--- config.mk ---
export PLATFORM = sky130hd
export DESIGN_NAME = sfla_ctrl
export DESIGN_NICKNAME = d
export VERILOG_FILES = /design/src/sv/sfla_pkg.sv /design/src/sv/sfla_ctrl.sv
export SDC_FILE = /design/constraint.sdc
export NUM_CORES = 1
export LEC_CHECK = 0
export BUFFER_PORTS_ARGS = -buffer_cell sky130_fd_sc_hd__buf_2
export CAP_MARGIN = 20
export CORE_MARGIN = 5
export CORE_UTILIZATION = 25
export CTS_BUF_LIST = sky130_fd_sc_hd__clkbuf_8
export DETAILED_ROUTE_END_ITERATION = 12
export PLACE_DENSITY = 0.55
export SETUP_SLACK_MARGIN = 0.15
export SYNTH_ARGS = -nofsm -noshare
export SYNTH_HDL_FRONTEND = slang
export SYNTH_SLANG_ARGS = --single-unit
--- constraint.sdc ---
create_clock -name clock -period 2.7 [get_ports clock]
set_input_delay 0.27 -clock clock [delete_from_list [all_inputs] [get_ports clock]]
set_output_delay 0.27 -clock clock [all_outputs]
set_load 0.02 [all_outputs]
--- src/sv/sfla_pkg.sv ---
// Types and constants shared by the sector free-list allocator
package sfla_pkg;

   localparam int ACTION_W   = 2;
   localparam int INDEX_W    = 10;
   localparam int COUNT_W    = 11;
   localparam int PCT_W      = 7;
   localparam int TOTAL_W    = 32;
   localparam int STATUS_W   = 2;
   localparam int CSR_IDX_W  = 2;
   localparam int CSR_DATA_W = 11;

   // Actions
   localparam logic [ACTION_W-1:0] ACT_ALLOC       = 2'd0;
   localparam logic [ACTION_W-1:0] ACT_FREE        = 2'd1;
   localparam logic [ACTION_W-1:0] ACT_CLEAR_STATS = 2'd2;
   localparam logic [ACTION_W-1:0] ACT_MAINT       = 2'd3;

   // Response status codes
   localparam logic [STATUS_W-1:0] STAT_OK       = 2'd0;
   localparam logic [STATUS_W-1:0] STAT_INVALID  = 2'd1;
   localparam logic [STATUS_W-1:0] STAT_NO_SPACE = 2'd2;

   // Register indexes
   localparam logic [CSR_IDX_W-1:0] CSR_SECTOR_COUNT = 2'd0;
   localparam logic [CSR_IDX_W-1:0] CSR_PRESS_THRESH = 2'd1;
   localparam logic [CSR_IDX_W-1:0] CSR_PRESS_ENABLE = 2'd2;

   localparam int SECTOR_COUNT_RESET = 1024;
   localparam int PCT_SCALE          = 100;

   // Percent divider: 8 quotient bits, two per step
   localparam int QUO_W      = 8;
   localparam int DIV_STEPS  = 4;
   localparam int DIV_CNT_W  = 2;

   typedef struct packed {
      logic [ACTION_W-1:0] action;
      logic [INDEX_W-1:0]  free_idx;
   } req_type;

   typedef struct packed {
      logic [STATUS_W-1:0] status;
      logic [INDEX_W-1:0]  alloc_index;
      logic [COUNT_W-1:0]  free_count;
      logic [COUNT_W-1:0]  used_count;
      logic [PCT_W-1:0]    used_pct;
      logic [PCT_W-1:0]    peak_percent;
      logic                pressure;
      logic [TOTAL_W-1:0]  alloc_total;
      logic [TOTAL_W-1:0]  free_total;
      logic [TOTAL_W-1:0]  fail_total;
   } rsp_type;

   // Controller to datapath commands
   typedef struct packed {
      logic capture;
      logic exec;
      logic div_step;
      logic finish;
   } ctl_cmd_type;

endpackage

--- src/sv/sfla_ctrl.sv ---
// Sequencing state machine for the allocator
module sfla_ctrl (
   input  logic                 clock,
   input  logic                 reset,
   input  logic                 req_valid,
   output logic                 req_ready,
   output logic                 rsp_valid,
   input  logic                 rsp_ready,
   output sfla_pkg::ctl_cmd_type cmd
);
   import sfla_pkg::*;

   localparam logic [1:0] ST_IDLE = 2'd0;
   localparam logic [1:0] ST_EXEC = 2'd1;
   localparam logic [1:0] ST_DIV  = 2'd2;
   localparam logic [1:0] ST_FIN  = 2'd3;

   logic [1:0]           state_ff, state_in;
   logic [DIV_CNT_W-1:0] step_ff, step_in;
   logic                 rsp_valid_ff, rsp_valid_in;
   logic                 accept;
   logic                 load;

   // Handshake decode; refuse requests while in reset
   assign req_ready = (state_ff == ST_IDLE) && !reset;
   assign accept    = req_valid && req_ready;
   assign load      = (state_ff == ST_FIN) && (!rsp_valid_ff || rsp_ready);
   assign rsp_valid = rsp_valid_ff;

   // Drive datapath commands
   always_comb begin
      cmd.capture  = accept;
      cmd.exec     = (state_ff == ST_EXEC);
      cmd.div_step = (state_ff == ST_DIV);
      cmd.finish   = load;
   end

   // Advance state
   always_comb begin
      state_in = state_ff;
      step_in  = step_ff;
      unique case (state_ff)
         ST_IDLE: begin
            if (accept) begin
               state_in = ST_EXEC;
            end
         end
         ST_EXEC: begin
            state_in = ST_DIV;
            step_in  = '0;
         end
         ST_DIV: begin
            step_in = step_ff + DIV_CNT_W'(1);
            if (step_ff == DIV_CNT_W'(DIV_STEPS - 1)) begin
               state_in = ST_FIN;
            end
         end
         ST_FIN: begin
            if (load) begin
               state_in = ST_IDLE;
            end
         end
         default: begin
            state_in = ST_IDLE;
         end
      endcase
   end

   // Hold the result valid until taken
   always_comb begin
      priority if (load) begin
         rsp_valid_in = 1'b1;
      end else if (rsp_ready) begin
         rsp_valid_in = 1'b0;
      end else begin
         rsp_valid_in = rsp_valid_ff;
      end
   end

   always_ff @(posedge clock) begin
      if (reset) begin
         state_ff     <= ST_IDLE;
         step_ff      <= '0;
         rsp_valid_ff <= 1'b0;
      end else begin
         state_ff     <= state_in;
         step_ff      <= step_in;
         rsp_valid_ff <= rsp_valid_in;
      end
   end

endmodule

-- After elaboration in Yosys (flattened, before gate mapping)
Index checks and enable logic that the tools add are counted.
Widths: inputs -> output; s select.
- add/sub/neg operators: 1
- eq/ne operators: 7
- multiplexer cells: 7
- reduce and logical (&&, ||, !) cells: 10
- operators with widths (kind ; count):
    $pmux 2 s4 ; 1
    $eq 2x2->1 const B ; 3
    $mux 2 ; 3
    $ne 2x2->1 const B ; 2
    $pmux 2 s2 ; 1
    $reduce_bool 2->1 ; 2
    $logic_and 1x1->1 ; 3
    $reduce_and 3->1 ; 1
    $add 2x1->2 const B ; 1
    $eq 2x1->1 const B ; 1
    $logic_not 1->1 ; 2
    $logic_not 2->1 ; 1
    $mux 1 ; 2
    $ne 2x1->1 const B ; 1
    $logic_or 1x1->1 ; 1
- register bits: 5
- word-level logic and storage cells: 28

-- Longest topological paths before layout
- depth after elaboration: 5
- gate-level depth with buffers: 5
- gate-level depth less buffers: 5

-- Least setup slack after synthesis
No wires, ideal clock.
- kind: reg-to-output
- start point: register state_ff[0]
- end point: output cmd[3] in the netlist's numbering
- arrival time: 1.231 ns
- required time: 2.430 ns
- slack: 1.199 ns
- stages on the path, launching flop included: 6
- path buffers: 1
- cell sequence: dfxtp_1 inv_1 ha_1 nor2b_1 and2_1 buf_4
- cells in the longest elaborated chain, start to end: 3
- RTL lines (element ; RTL line ; source):
    start: declaration ; sfla_ctrl.sv:18 ; logic [1:0] state_ff, state_in;
    start signal: assignment ; sfla_ctrl.sv:86 ; state_ff <= state_in;
    $logic_not 2->1 ; sfla_ctrl.sv:25 ; assign req_ready = (state_ff == ST_IDLE) && !reset;
    $logic_and 1x1->1 ; sfla_ctrl.sv:25 ;
    via req_ready ; sfla_ctrl.sv:6 ; output logic req_ready,
    $logic_and 1x1->1 ; sfla_ctrl.sv:26 ; assign accept = req_valid && req_ready;
    end: declaration ; sfla_ctrl.sv:9 ; output sfla_pkg::ctl_cmd_type cmd
The timed path passes the listed nets, and every way through them passes these cells.

==> impl_metrics.yaml <==
finish:
  final_layout_size_suffix_gt1_share_pct: 31.9
  n_antenna_cell: 0
  final_nets: 58
  layout_common_cells: "buf_2, ha_1, inv_1, dfxtp_1, nand2b_1"
  fin_cells: 62
  area_growth_pct: 27.7
  final_common_cell: "buf_2"
synth:
  synth_cell_types: 17
  syn_area_per_cell_um2: 9.42
  synth_area_um2: 339
  ys_warn_count: 0
  yosys-top-cells-area: "dfxtp_1, ha_1, nand2b_1"
  synth_seq_cells: 5
  yosys.area.top_type: "dfxtp_1"
  synth_top_area_share_pct: 29.5
  synth_seq_area_share_pct: 29.5
  synth_fp_nets: 46
  synth_cells: 36
timing:
  finClkSkew_ps: 3.45
  period_share_pct: 59.9
  slew_violations: 0
  finalSetupViolations: 0
  slew-limit-headroom_pct: 68.1
  setup_slack_ps: 1080
  rsz0062_at_grt: "false"
  hold_viol: 0
  holdWs_ps: 314
  fmax_mhz: 618
  setup_tns_ps: 0
  worstMarginPinSlew_ps: 479
  period_minus_slack_ps: 1620
global_route:
  grt_usage_pct: 6.58
  grt_antenna_before_repair: 0
  grt_pass1_vias: 224
  overflow: 0
  grt_max_degree: 9
  grt_pass1_wl_um: 910
outcome:
  status: "completed"
worst_hold_path:
  hold_path_class: "primary input to flop"
  hp-start: "reset"
  min_path_cells: 2
setup_path:
  crit_fanout: 4
  r2r-start: "state_ff[0]$_SDFFE_PP0P_"
  slowest_stage: "dfxtp_1"
  crit_start: "state_ff[0]$_SDFFE_PP0P_"
  reg2reg_slack_ps: 1210
  r2r_cells: 4
  start_kind: "flop"
  reg2reg_to: "state_ff[0]$_SDFFE_PP0P_"
  end_kind: "primary output"
  critical_path_arrival_ps: 1350
  path_class: "flop to primary output"
  crit_path_cell_trace: "inv_1, ha_1, nor2b_1, and2_1, buf_2"
  cp_slowest_stage_delay_ps: 370
  worstPathRequired_ps: 2430
  cp-endpoint: "cmd[3]"
drt:
  vias: 252
  wl_um: 591
  drc: 0
  drt-initial-drc-count: 4
  antenna_left: 0
  drt-pass1-iter-count: 4
  wl_per_cell_um: 9.53
  viasPerCell: 4.06
clock_network:
  clock-sinks: 5
  htree_levels: 1
  clk_path_buf_depth: 2
  cts_buffers: 3
  cts-root-buf: "clkbuf_8"
  postCtsSetupBuffers: 0
  cts_tree: "done"
  holdBufCountCts: 0
  clk_latency_ps: 220
  cts_resized: 0
  clk_pin_slew_worst_paths_ps: 40
power:
  switching_share_pct: 36.1
  fin_total_pwr_uw: 410
  power_frac_clock_pct: 32.6
  vdd.ir_drop.worst_uv: 564
  intPower_uw: 262
  p_leak_nw: 0.216
  power_density_mw_per_mm2: 947
  p_sw_uw: 148
  combPwrFrac_pct: 42.1
  power_frac_seq_pct: 25.3
placed_design:
  portBuffers: 9
  hpwl_um: 462
  place_congestion: 0.646
  place_inst: 58
  pre_cts_ws_ps: 1220
job:
  drv_cap: 0
floorplanning:
  die_area_mm2: 0.00219
  num_io_pins: 10
  die_h_um: 46.8
  rows: 13
  core_region_area_mm2: 0.00128
  dieWidth_um: 46.8
  initial_core_util_pct: 26.4
-- critical path, delay by kind of cell, from the launching register on --
family	cells	cell delay, ps
buffers and inverters	2	250
adders and majority gates	1	230
DFF	1	370
and+or+nand+nor	2	290
-- metal layers --
metal  GRT usage, %  share of wire [%]  vias up
met2           9.21                 40       10
met1           6.82                 44      104
met4           3.31                2.7        0
met3           5.75                 14        2
met5              0                  0        -
li1               -                  -      136
-- worst min-delay path by stage --
stage,to,slack (ps)
6_report,rsp_valid$_SDFFE_PP0P_,310
5_1_grt,step_ff[1]$_SDFFE_PP0P_,320
4_1_cts,rsp_valid$_SDFFE_PP0P_,310
3_5_place_dp,step_ff[1]$_SDFFE_PP0P_,470
3_3_place_gp,step_ff[1]$_SDFFE_PP0P_,470
2_1_floorplan,step_ff[1]$_SDFFE_PP0P_,340
-- through the flow --
step	util (%)	cell area, um2
final	33.7	433
after global routing	33.7	433
after CTS	33.7	433
after detailed placement	30.2	388
after global placement	30.2	388
after floorplan	-	339
-- Yosys cell counts --
master and n:
mux2_2 1, a222oi_1 1, and2b_2 1, a21oi_1 1
nor2b_4 1, buf_4 2, inv_1 4, nand2b_1 4
nand3_1 1, ha_1 6, and2_1 1, nand2_1 1
dfxtp_1 5, o21bai_1 1, nor2b_1 1, mux2i_1 2
nor2_1 3
-- kinds of logic (layout without fill, tap and decap cells) --
logic type	after synthesis	after routing	share of synthesized area, %
compound gates	3	3	6.64
fa+ha+maj	6	6	22.1
buf+inv	6	17	8.85
flops	5	5	29.5
mux	3	3	9.23
simple gates	13	13	23.6
-- state kept, by name, summed over array words and instances, names as in the netlist --
signal,count
state_ff,2
rsp_valid,1
step_ff,2
-- area by class of cell --
cell class                      count  area (um2)
Clock buffer                        3        41.3
Multi-Input combinational cell     25         209
Fill cell                         141         852
Timing Repair Buffer                9        45.0
Sequential cell                     5         100
Clock inverter                      1        3.75
Tap cell                           15        18.8
Inverter                            4        15.0
-- power by group through the flow --
stage / clock network, mW / logic (mW) / registers, mW
2_1_floorplan: 0 / 0.138 / 0.104
3_3_place_gp: 0 / 0.173 / 0.105
3_5_place_dp: 0 / 0.173 / 0.105
4_1_cts: 0.137 / 0.174 / 0.104
5_1_grt: 0.145 / 0.194 / 0.107
6_report: 0.133 / 0.172 / 0.104
Power figures use the tool's default switching activity.
